File: src/design/mcot_pkg.sv
// Shared types and constants for the multi-channel one-shot timer.
package mcot_pkg;

	localparam int TIMER_COUNT_DEF = 16;
	localparam int TIME_WIDTH_DEF  = 32;

	localparam int CMD_W     = 2;
	localparam int ID_IN_W   = 5;
	localparam int TIMEOUT_W = 31;
	localparam int FID_W     = 4;
	localparam int CFG_W     = 5;

	localparam logic [CFG_W-1:0] TIMERS_IN_USE_RST = CFG_W'(16);

	typedef enum logic [CMD_W-1:0] {
		CMD_TICK   = 2'd0,
		CMD_SET    = 2'd1,
		CMD_CANCEL = 2'd2,
		CMD_RESET  = 2'd3
	} cmd_t;

	typedef struct packed {
		logic             status;
		logic             fired;
		logic [FID_W-1:0] fired_id;
		logic             last;
	} res_t;

endpackage

File: src/design/mcot_ram.sv
// Simple dual-port synchronous RAM with a registered read port.
module mcot_ram #(
	parameter int W = 8,
	parameter int DEPTH = 16,
	localparam int AW = (DEPTH > 1) ? $clog2(DEPTH) : 1
) (
	input  logic          clk,
	input  logic          we,
	input  logic [AW-1:0] waddr,
	input  logic [W-1:0]  wdata,
	input  logic          re,
	input  logic [AW-1:0] raddr,
	output logic [W-1:0]  rdata
);

	logic [W-1:0] mem [DEPTH];

	always_ff @(posedge clk) begin
		if (we) begin
			mem[waddr] <= wdata;
		end
		if (re) begin
			rdata <= mem[raddr];
		end
	end

endmodule

File: src/design/mcot_ctrl.sv
// Command sequencer and pipelined walk over the order queue and expiry memories.
module mcot_ctrl #(
	parameter int TIMER_COUNT = mcot_pkg::TIMER_COUNT_DEF,
	parameter int TIME_WIDTH = mcot_pkg::TIME_WIDTH_DEF,
	localparam int IDW = (TIMER_COUNT > 1) ? $clog2(TIMER_COUNT) : 1,
	localparam int QLW = $clog2(TIMER_COUNT + 1)
) (
	input  logic                           clk,
	input  logic                           arst_n,
	input  logic                           in_valid,
	output logic                           in_stall,
	input  logic [mcot_pkg::CMD_W-1:0]     command,
	input  logic [mcot_pkg::ID_IN_W-1:0]   timer_id,
	input  logic [mcot_pkg::TIMEOUT_W-1:0] timeout,
	input  logic [mcot_pkg::CFG_W-1:0]     timers_in_use,
	output logic                           res_push,
	output mcot_pkg::res_t                 res,
	input  logic                           res_free,
	output logic                           q_we,
	output logic [IDW-1:0]                 q_waddr,
	output logic [IDW-1:0]                 q_wdata,
	output logic                           q_re,
	output logic [IDW-1:0]                 q_raddr,
	input  logic [IDW-1:0]                 q_rdata,
	output logic                           exp_we,
	output logic [IDW-1:0]                 exp_waddr,
	output logic [TIME_WIDTH-1:0]          exp_wdata,
	output logic                           exp_re,
	output logic [IDW-1:0]                 exp_raddr,
	input  logic [TIME_WIDTH-1:0]          exp_rdata
);

	import mcot_pkg::*;

	typedef enum logic [1:0] {ST_IDLE, ST_WALK, ST_FIN} state_t;
	typedef enum logic [1:0] {MODE_NONE, MODE_TICK, MODE_CANCEL, MODE_SET} mode_t;

	state_t                  state_q;
	mode_t                   mode_q;
	logic                    reset_q;
	logic                    rej_q;
	logic                    ins_q;
	logic                    pend_v_q;
	logic                    valid_s1;
	logic                    valid_s2;
	logic [QLW-1:0]          rd_ptr_q;
	logic [QLW-1:0]          w_q;
	logic [QLW-1:0]          len_q;
	logic [TIME_WIDTH-1:0]   time_q;
	logic [TIMER_COUNT-1:0]  active_q;

	logic [IDW-1:0]          id_q;
	logic [IDW-1:0]          tid_s2;
	logic [IDW-1:0]          carry_q;
	logic [IDW-1:0]          pend_id_q;
	logic [TIME_WIDTH-1:0]   offs_q;
	logic [TIME_WIDTH-1:0]   exp_new_q;

	logic                    accept;
	logic                    walking;
	logic                    issue;
	logic                    walk_done;
	logic                    ev;
	logic                    fire;
	logic                    fin;
	logic                    to_set;
	logic                    later;
	logic                    id_ok;
	logic                    id_act;
	logic                    full;
	logic [IDW-1:0]          idn;
	logic [TIME_WIDTH-1:0]   dlt;
	logic [TIME_WIDTH-1:0]   tmo;

	always_comb begin
		accept  = (state_q == ST_IDLE) && in_valid;
		in_stall = (state_q != ST_IDLE);
		idn     = IDW'(timer_id);
		id_ok   = (32'(timer_id) < 32'(TIMER_COUNT)) && (timer_id < timers_in_use);
		id_act  = id_ok && active_q[idn];
		full    = (len_q == QLW'(TIMER_COUNT));
		tmo     = TIME_WIDTH'(timeout);

		walking   = (state_q == ST_WALK) && res_free;
		issue     = (rd_ptr_q < len_q);
		walk_done = !issue && !valid_s1 && !valid_s2;

		q_re      = walking && issue;
		q_raddr   = rd_ptr_q[IDW-1:0];
		exp_re    = walking && valid_s1;
		exp_raddr = q_rdata;

		dlt   = exp_rdata - time_q;
		later = (dlt > offs_q);
		ev    = walking && valid_s2;
		fin   = (state_q == ST_FIN) && res_free;
		to_set = fin && (mode_q == MODE_CANCEL) && reset_q;

		q_we      = 1'b0;
		q_waddr   = w_q[IDW-1:0];
		q_wdata   = tid_s2;
		exp_we    = 1'b0;
		exp_waddr = id_q;
		exp_wdata = exp_new_q;
		fire      = 1'b0;
		res_push  = 1'b0;
		res       = '0;

		if (ev) begin
			case (mode_q)
				MODE_TICK: begin
					if (dlt == '0 || dlt[TIME_WIDTH-1]) begin
						fire = 1'b1;
						if (pend_v_q) begin
							res_push     = 1'b1;
							res.fired    = 1'b1;
							res.fired_id = FID_W'(pend_id_q);
						end
					end else begin
						q_we = 1'b1;
					end
				end
				MODE_CANCEL: begin
					q_we = (tid_s2 != id_q);
				end
				MODE_SET: begin
					q_we = 1'b1;
					if (ins_q) begin
						q_wdata = carry_q;
					end else if (later) begin
						q_wdata = id_q;
					end
				end
				default: ;
			endcase
		end

		if (fin) begin
			if (mode_q == MODE_SET) begin
				q_we    = 1'b1;
				q_wdata = ins_q ? carry_q : id_q;
				exp_we  = 1'b1;
			end
			if (!to_set) begin
				res_push   = 1'b1;
				res.status = rej_q;
				res.last   = 1'b1;
				if (mode_q == MODE_TICK && pend_v_q) begin
					res.fired    = 1'b1;
					res.fired_id = FID_W'(pend_id_q);
				end
			end
		end
	end

	always_ff @(posedge clk or negedge arst_n) begin
		if (!arst_n) begin
			state_q  <= ST_IDLE;
			mode_q   <= MODE_NONE;
			reset_q  <= 1'b0;
			rej_q    <= 1'b0;
			ins_q    <= 1'b0;
			pend_v_q <= 1'b0;
			valid_s1 <= 1'b0;
			valid_s2 <= 1'b0;
			rd_ptr_q <= '0;
			w_q      <= '0;
			len_q    <= '0;
			time_q   <= '0;
			active_q <= '0;
		end else begin
			case (state_q)
				ST_IDLE: begin
					if (accept) begin
						rd_ptr_q <= '0;
						w_q      <= '0;
						ins_q    <= 1'b0;
						pend_v_q <= 1'b0;
						valid_s1 <= 1'b0;
						valid_s2 <= 1'b0;
						reset_q  <= 1'b0;
						rej_q    <= 1'b0;
						state_q  <= ST_WALK;
						case (command)
							CMD_TICK: begin
								time_q <= time_q + 1'b1;
								mode_q <= MODE_TICK;
							end
							CMD_SET: begin
								if (id_ok && !id_act && !full) begin
									mode_q <= MODE_SET;
								end else begin
									mode_q  <= MODE_NONE;
									rej_q   <= 1'b1;
									state_q <= ST_FIN;
								end
							end
							CMD_CANCEL: begin
								if (id_act) begin
									mode_q        <= MODE_CANCEL;
									active_q[idn] <= 1'b0;
								end else begin
									mode_q  <= MODE_NONE;
									rej_q   <= 1'b1;
									state_q <= ST_FIN;
								end
							end
							CMD_RESET: begin
								if (id_act) begin
									mode_q        <= MODE_CANCEL;
									reset_q       <= 1'b1;
									active_q[idn] <= 1'b0;
								end else if (id_ok && !full) begin
									mode_q <= MODE_SET;
								end else begin
									mode_q  <= MODE_NONE;
									state_q <= ST_FIN;
								end
							end
							default: begin
								mode_q  <= MODE_NONE;
								state_q <= ST_FIN;
							end
						endcase
					end
				end
				ST_WALK: begin
					if (res_free) begin
						rd_ptr_q <= rd_ptr_q + QLW'(issue);
						valid_s1 <= issue;
						valid_s2 <= valid_s1;
						if (ev && q_we) begin
							w_q <= w_q + 1'b1;
						end
						if (fire) begin
							active_q[tid_s2] <= 1'b0;
							pend_v_q         <= 1'b1;
						end
						if (ev && mode_q == MODE_SET && later) begin
							ins_q <= 1'b1;
						end
						if (walk_done) begin
							state_q <= ST_FIN;
						end
					end
				end
				ST_FIN: begin
					if (res_free) begin
						state_q <= ST_IDLE;
						case (mode_q)
							MODE_TICK: begin
								len_q    <= w_q;
								pend_v_q <= 1'b0;
							end
							MODE_CANCEL: begin
								len_q <= w_q;
								if (reset_q) begin
									mode_q   <= MODE_SET;
									reset_q  <= 1'b0;
									rd_ptr_q <= '0;
									w_q      <= '0;
									ins_q    <= 1'b0;
									state_q  <= ST_WALK;
								end
							end
							MODE_SET: begin
								len_q          <= len_q + 1'b1;
								active_q[id_q] <= 1'b1;
							end
							default: ;
						endcase
					end
				end
				default: state_q <= ST_IDLE;
			endcase
		end
	end

	always_ff @(posedge clk) begin
		if (accept) begin
			id_q      <= idn;
			offs_q    <= tmo;
			exp_new_q <= time_q + tmo;
		end
		if (walking) begin
			tid_s2 <= q_rdata;
		end
		if (ev && mode_q == MODE_SET && (ins_q || later)) begin
			carry_q <= tid_s2;
		end
		if (fire) begin
			pend_id_q <= tid_s2;
		end
	end

endmodule

File: src/design/multi_channel_oneshot_timer.sv
// Top level of the multi-channel one-shot timer: configuration, result register, memories.
// A transaction walks the order queue one entry per cycle, while the output is not stalled,
// through the queue and expiry memories; a rejected command skips the walk. Its last result
// is registered, and the next command is taken once the controller is back in idle.
// A reset of an active timer walks twice; output stalls hold the walk. One at a time.
// arst_n clears time, active marks, queue length and sets timers_in_use to 16; no clearing pass.
module multi_channel_oneshot_timer #(
	parameter int TIMER_COUNT = mcot_pkg::TIMER_COUNT_DEF,
	parameter int TIME_WIDTH = mcot_pkg::TIME_WIDTH_DEF
) (
	input  logic                           clk,
	input  logic                           arst_n,
	input  logic                           in_valid,
	output logic                           in_stall,
	input  logic [mcot_pkg::CMD_W-1:0]     command,
	input  logic [mcot_pkg::ID_IN_W-1:0]   timer_id,
	input  logic [mcot_pkg::TIMEOUT_W-1:0] timeout,
	output logic                           out_valid,
	input  logic                           out_stall,
	output logic                           status,
	output logic                           fired,
	output logic [mcot_pkg::FID_W-1:0]     fired_id,
	output logic                           last,
	input  logic                           cfg_we,
	input  logic [mcot_pkg::CFG_W-1:0]     cfg_wdata
);

	import mcot_pkg::*;

	localparam int IDW = (TIMER_COUNT > 1) ? $clog2(TIMER_COUNT) : 1;

	logic [CFG_W-1:0]      timers_in_use_q;
	logic                  out_valid_q;
	res_t                  out_q;
	logic                  res_free;
	logic                  res_push;
	res_t                  res;

	logic                  q_we;
	logic [IDW-1:0]        q_waddr;
	logic [IDW-1:0]        q_wdata;
	logic                  q_re;
	logic [IDW-1:0]        q_raddr;
	logic [IDW-1:0]        q_rdata;
	logic                  exp_we;
	logic [IDW-1:0]        exp_waddr;
	logic [TIME_WIDTH-1:0] exp_wdata;
	logic                  exp_re;
	logic [IDW-1:0]        exp_raddr;
	logic [TIME_WIDTH-1:0] exp_rdata;

	assign res_free  = !out_valid_q || !out_stall;
	assign out_valid = out_valid_q;
	assign status    = out_q.status;
	assign fired     = out_q.fired;
	assign fired_id  = out_q.fired_id;
	assign last      = out_q.last;

	always_ff @(posedge clk or negedge arst_n) begin
		if (!arst_n) begin
			timers_in_use_q <= TIMERS_IN_USE_RST;
			out_valid_q     <= 1'b0;
		end else begin
			if (cfg_we) begin
				timers_in_use_q <= cfg_wdata;
			end
			if (res_push) begin
				out_valid_q <= 1'b1;
			end else if (!out_stall) begin
				out_valid_q <= 1'b0;
			end
		end
	end

	always_ff @(posedge clk) begin
		if (res_push) begin
			out_q <= res;
		end
	end

	mcot_ram #(
		.W     (IDW),
		.DEPTH (TIMER_COUNT)
	) u_queue_ram (
		.clk   (clk),
		.we    (q_we),
		.waddr (q_waddr),
		.wdata (q_wdata),
		.re    (q_re),
		.raddr (q_raddr),
		.rdata (q_rdata)
	);

	mcot_ram #(
		.W     (TIME_WIDTH),
		.DEPTH (TIMER_COUNT)
	) u_expiry_ram (
		.clk   (clk),
		.we    (exp_we),
		.waddr (exp_waddr),
		.wdata (exp_wdata),
		.re    (exp_re),
		.raddr (exp_raddr),
		.rdata (exp_rdata)
	);

	mcot_ctrl #(
		.TIMER_COUNT (TIMER_COUNT),
		.TIME_WIDTH  (TIME_WIDTH)
	) u_ctrl (
		.clk           (clk),
		.arst_n        (arst_n),
		.in_valid      (in_valid),
		.in_stall      (in_stall),
		.command       (command),
		.timer_id      (timer_id),
		.timeout       (timeout),
		.timers_in_use (timers_in_use_q),
		.res_push      (res_push),
		.res           (res),
		.res_free      (res_free),
		.q_we          (q_we),
		.q_waddr       (q_waddr),
		.q_wdata       (q_wdata),
		.q_re          (q_re),
		.q_raddr       (q_raddr),
		.q_rdata       (q_rdata),
		.exp_we        (exp_we),
		.exp_waddr     (exp_waddr),
		.exp_wdata     (exp_wdata),
		.exp_re        (exp_re),
		.exp_raddr     (exp_raddr),
		.exp_rdata     (exp_rdata)
	);

endmodule
File: config.mk
export PLATFORM = sky130hd
export DESIGN_NAME = multi_channel_oneshot_timer
export DESIGN_NICKNAME = d
export VERILOG_FILES = /design/src/design/mcot_pkg.sv /design/src/design/mcot_ram.sv /design/src/design/mcot_ctrl.sv /design/src/design/multi_channel_oneshot_timer.sv
export SDC_FILE = /design/constraint.sdc
export NUM_CORES = 1
export LEC_CHECK = 0
export ABC_CLOCK_PERIOD_IN_PS = 5200
export BUFFER_PORTS_ARGS = -buffer_cell sky130_fd_sc_hd__buf_4
export CAP_MARGIN = 20
export CORE_MARGIN = 4
export CORE_UTILIZATION = 25
export DETAILED_ROUTE_END_ITERATION = 7
export GPL_TIMING_DRIVEN = 0
export MAX_ROUTING_LAYER = met4
export SYNTH_ARGS = -nofsm -noshare
export SYNTH_HDL_FRONTEND = slang
export SYNTH_SLANG_ARGS = --single-unit
File: constraint.sdc
create_clock -name clk -period 5.2 [get_ports clk]
set_input_delay 0.52 -clock clk [delete_from_list [all_inputs] [get_ports clk]]
set_output_delay 0.52 -clock clk [all_outputs]
set_load 0.01 [all_outputs]
==> results.py <==
metrics = {
    "timing": {
        "rsz0062_at_grt": "false",
        "slew_violations": 0,
        "worst_pin_slew_ns": 1.12,
        "worst_slack_ns": 0.251,
        "slew_headroom_pct": 25.7,
        "final.setup.tns_ns": 0,
        "setup_viol": 0,
        "clock.fmax_ghz": 0.202,
        "hold_violations": 0,
        "period_needed_ns": 4.95,
        "min_period_over_period_pct": 95.2,
        "finalClockSkew_ns": 0.0321,
        "whs_ns": 0.0782,
    },
    "placement": {
        "pre_cts_slack_ns": -1.26,
        "numPortBuffers": 55,
        "place_hpwl_um": 63000,
        "placedCellCount": 3990,
        "postPlaceCellArea_mm2": 0.0380,
        "gp_congestion": 0.880,
    },
    "routing": {
        "viasPerCell": 4.77,
        "avgRoutedWirePerCell_um": 21.1,
        "drt-initial-drc-count": 1846,
        "dr.pass1.iters": 6,
        "drcViolationCount": 0,
        "drt_wl_total_um": 87500,
        "antenna_left": 0,
        "num_vias": 19800,
    },
    "synth": {
        "synth_area_mm2": 0.0345,
        "synthCells": 2105,
        "async_flop_share_pct": 10.2,
        "synth_edf_count": 698,
        "avgSynthCellArea_um2": 16.4,
        "synth_cell_types": 75,
        "ys_seq_elements": 777,
        "yosysWarnings": 0,
        "yosysSeqAreaShare_pct": 66.6,
        "synth_ff_type": "edfxtp_1",
        "syn_nets": 2270,
    },
    "power": {
        "p_int_mw": 13.0,
        "p_leak_nw": 13.8,
        "sw_frac_of_total_pct": 29.4,
        "power_mw": 18.4,
        "pwr-share-clk_pct": 31.0,
        "pwr-share-seq_pct": 43.3,
        "pwr-share-comb_pct": 25.7,
        "power_switching_mw": 5.42,
        "peakVddDrop_mv": 0.237,
        "p_per_area_mw_per_mm2": 451,
    },
    "worst_setup_path": {
        "arrival_ns": 5.39,
        "crit_fanout": 15,
        "crit_type": "reg2reg",
        "worstPathRequired_ns": 5.64,
        "startpoint_type": "flip-flop",
        "end_kind": "flip-flop",
    },
    "floorplan": {
        "dieWidth_um": 379,
        "core_mm2": 0.136,
        "std_cell_rows": 135,
        "num_io_pins": 57,
        "dieArea_mm2": 0.144,
        "initial_utilization_pct": 25.3,
        "die_h_um": 379,
    },
    "cts": {
        "clk_latency_ns": 0.63,
        "cts-root-buf": "clkbuf_16",
        "cts_buffers": 79,
        "cts_sinks": 777,
        "htreeDepth": 3,
        "tritoncts": "built",
        "clkTransAtPathRegs_ns": 0.06,
        "cts.path.max_buffers": 3,
    },
    "layout": {
        "drive_above_1_share_pct": 21.2,
        "nets": 2467,
        "area_growth_pct": 18.8,
        "finish.instance_area_mm2": 0.0409,
        "stdcell_count": 4149,
        "fin_util_pct": 30.1,
    },
    "status": {
        "outcome": "finished, final reports clean",
    },
    "global_routing": {
        "grt_max_degree": 51,
        "grt-ovfl-total": 0,
        "grt_pass1_vias": 19800,
        "antenna_found_initial": 13,
        "grt_pass1_wl_um": 130000,
        "grt_use_total_pct": 12.4,
    },
    "job": {
        "max_cap_viol_count": 0,
    },
    "worst_hold_path": {
        "hold_path_class": "in2reg",
    },
}
sequential cells by signal, indices dropped and copies added (netlist names), 2 cells and up:
register            cells
u_ctrl.time_q          32
u_queue_ram.rdata       4
u_ctrl.exp_wdata       32
u_ctrl.pend_id_q        4
u_ctrl.carry_q          4
u_expiry_ram.mem      512
u_ctrl.active_q        16
fired_id                4
u_queue_ram.mem        64
u_ctrl.len_q            5
u_expiry_ram.rdata     32
timers_in_use_q         5
u_ctrl.rd_ptr_q         5
u_ctrl.state_q          2
u_ctrl.offs_q          31
u_ctrl.w_q              5
u_ctrl.exp_waddr        4
u_ctrl.tid_s2           4
u_ctrl.mode_q           2
synth_stat cells (32+ instances only):
library cell,number,share of area (%)
dfrtp_1,78,5.7
inv_1,110,1.2
nor2_1,95,1.0
a21o_1,37,0.81
edfxtp_1,698,61
xnor2_1,63,1.6
clkbuf_1,46,0.50
o21ai_0,59,0.86
nand3_1,35,0.51
nor3_1,32,0.46
nand2_1,82,0.89
a21oi_1,93,1.4
ha_1,115,4.2
mux4_2,185,12
final cells by class:
cell class	count	area [um2]
Antenna cell	10	25.0
Buffer	63	249
Clock buffer	97	2140
Clock inverter	40	450
Fill cell	13300	95200
Inverter	111	419
Multi-Input combinational cell	1151	11100
Sequential cell	777	22900
Tap cell	1781	2230
Timing Repair Buffer	119	1370
kinds of logic after synthesis:
logic type / synth area share (%)
DFF: 66.6
and+or+nand+nor: 5.84
AOI/OAI and AO/OA: 6.89
muxes: 12.3
buffers and inverters: 1.96
adders and majority gates: 4.29
xor gates and xnor gates: 2.14
critical path, stage by stage, from the launching register on:
cell      delay, ns
edfxtp_1       0.40
inv_2          0.10
ha_1           0.14
inv_1          0.05
fa_2           0.36
a21o_1         0.25
a221oi_4       0.35
a31oi_4        0.18
o211ai_1       0.19
buf_4          0.16
a21boi_0       0.10
o311ai_2       0.37
ha_1           0.31
a21o_1         0.17
a21oi_2        0.14
nor2b_1        0.06
o21ai_1        0.13
nand2b_1       0.08
a21oi_2        0.20
o211a_1        0.22
o21bai_4       0.12
mux2i_1        0.15
o21ai_1        0.26
buf_4          0.27
layer usage:
metal / GRT usage, % / wire (um) / up-vias
li1: - / - / 8785
met1: 16.6 / 38500 / 10200
met2: 19.0 / 40600 / 641
met3: 2.54 / 6030 / 137
met4: 3.87 / 2300 / 0
met5: - / 0 / -
power by group through the flow:
stage / Combinational (mW) / Sequential, mW / Clock, mW
after floorplan: 3.10 / 7.95 / 0
after global placement: 4.38 / 8.13 / 0
after detailed placement: 4.59 / 8.12 / 0
after CTS: 4.67 / 8.00 / 5.84
after global routing: 5.16 / 8.05 / 6.11
final: 4.74 / 7.99 / 5.72
worst paths after layout:
path | cells after the start | endpoint | slack, ns | start
hold reg to reg | 0 | u_ctrl.tid_s2[2] | 0.45 | u_queue_ram.rdata[2]
setup reg to reg | 23 | u_queue_ram.mem[1][3] | 0.25 | u_expiry_ram.rdata[0]
max in group asynchronous | 3 | timers_in_use_q[4] | 4.06 | arst_n
hold / removal | 1 | u_ctrl.offs_q[27] | 0.08 | timeout[27]
setup / recovery | 23 | u_queue_ram.mem[1][3] | 0.25 | u_expiry_ram.rdata[0]
min in group asynchronous | 2 | u_ctrl.time_q[3] | 0.44 | arst_n
what timing repair did:
item | 4_1_cts | 5_1_grt
pin swaps | 3 | 10
setup buffers | 4 | 6
hold buffers | 1 | 0
setup endpoints to repair | 99 | 75
resized for setup | 14 | 25
endpoints found under the hold margin | 29 | 0
layout by cell type (no fill, tap or decap), drive strengths merged, types with 14 or more instances in the layout:
cell    instances
edfxtp        698
mux4          185
clkbuf        141
buf           137
ha            115
inv           112
nor2           95
a21oi          93
nand2          82
dfrtp          78
o21ai          66
xnor2          63
a21o           37
nand3          35
nor3           32
a31oi          30
and2           30
clkinv         27
nand4          26
xor2           21
nand2b         18
o221ai         18
nor2b          17
or2            15
and3           15
o21a           14
o21bai         14
Note: power is estimated with default switching activity, not from simulation.
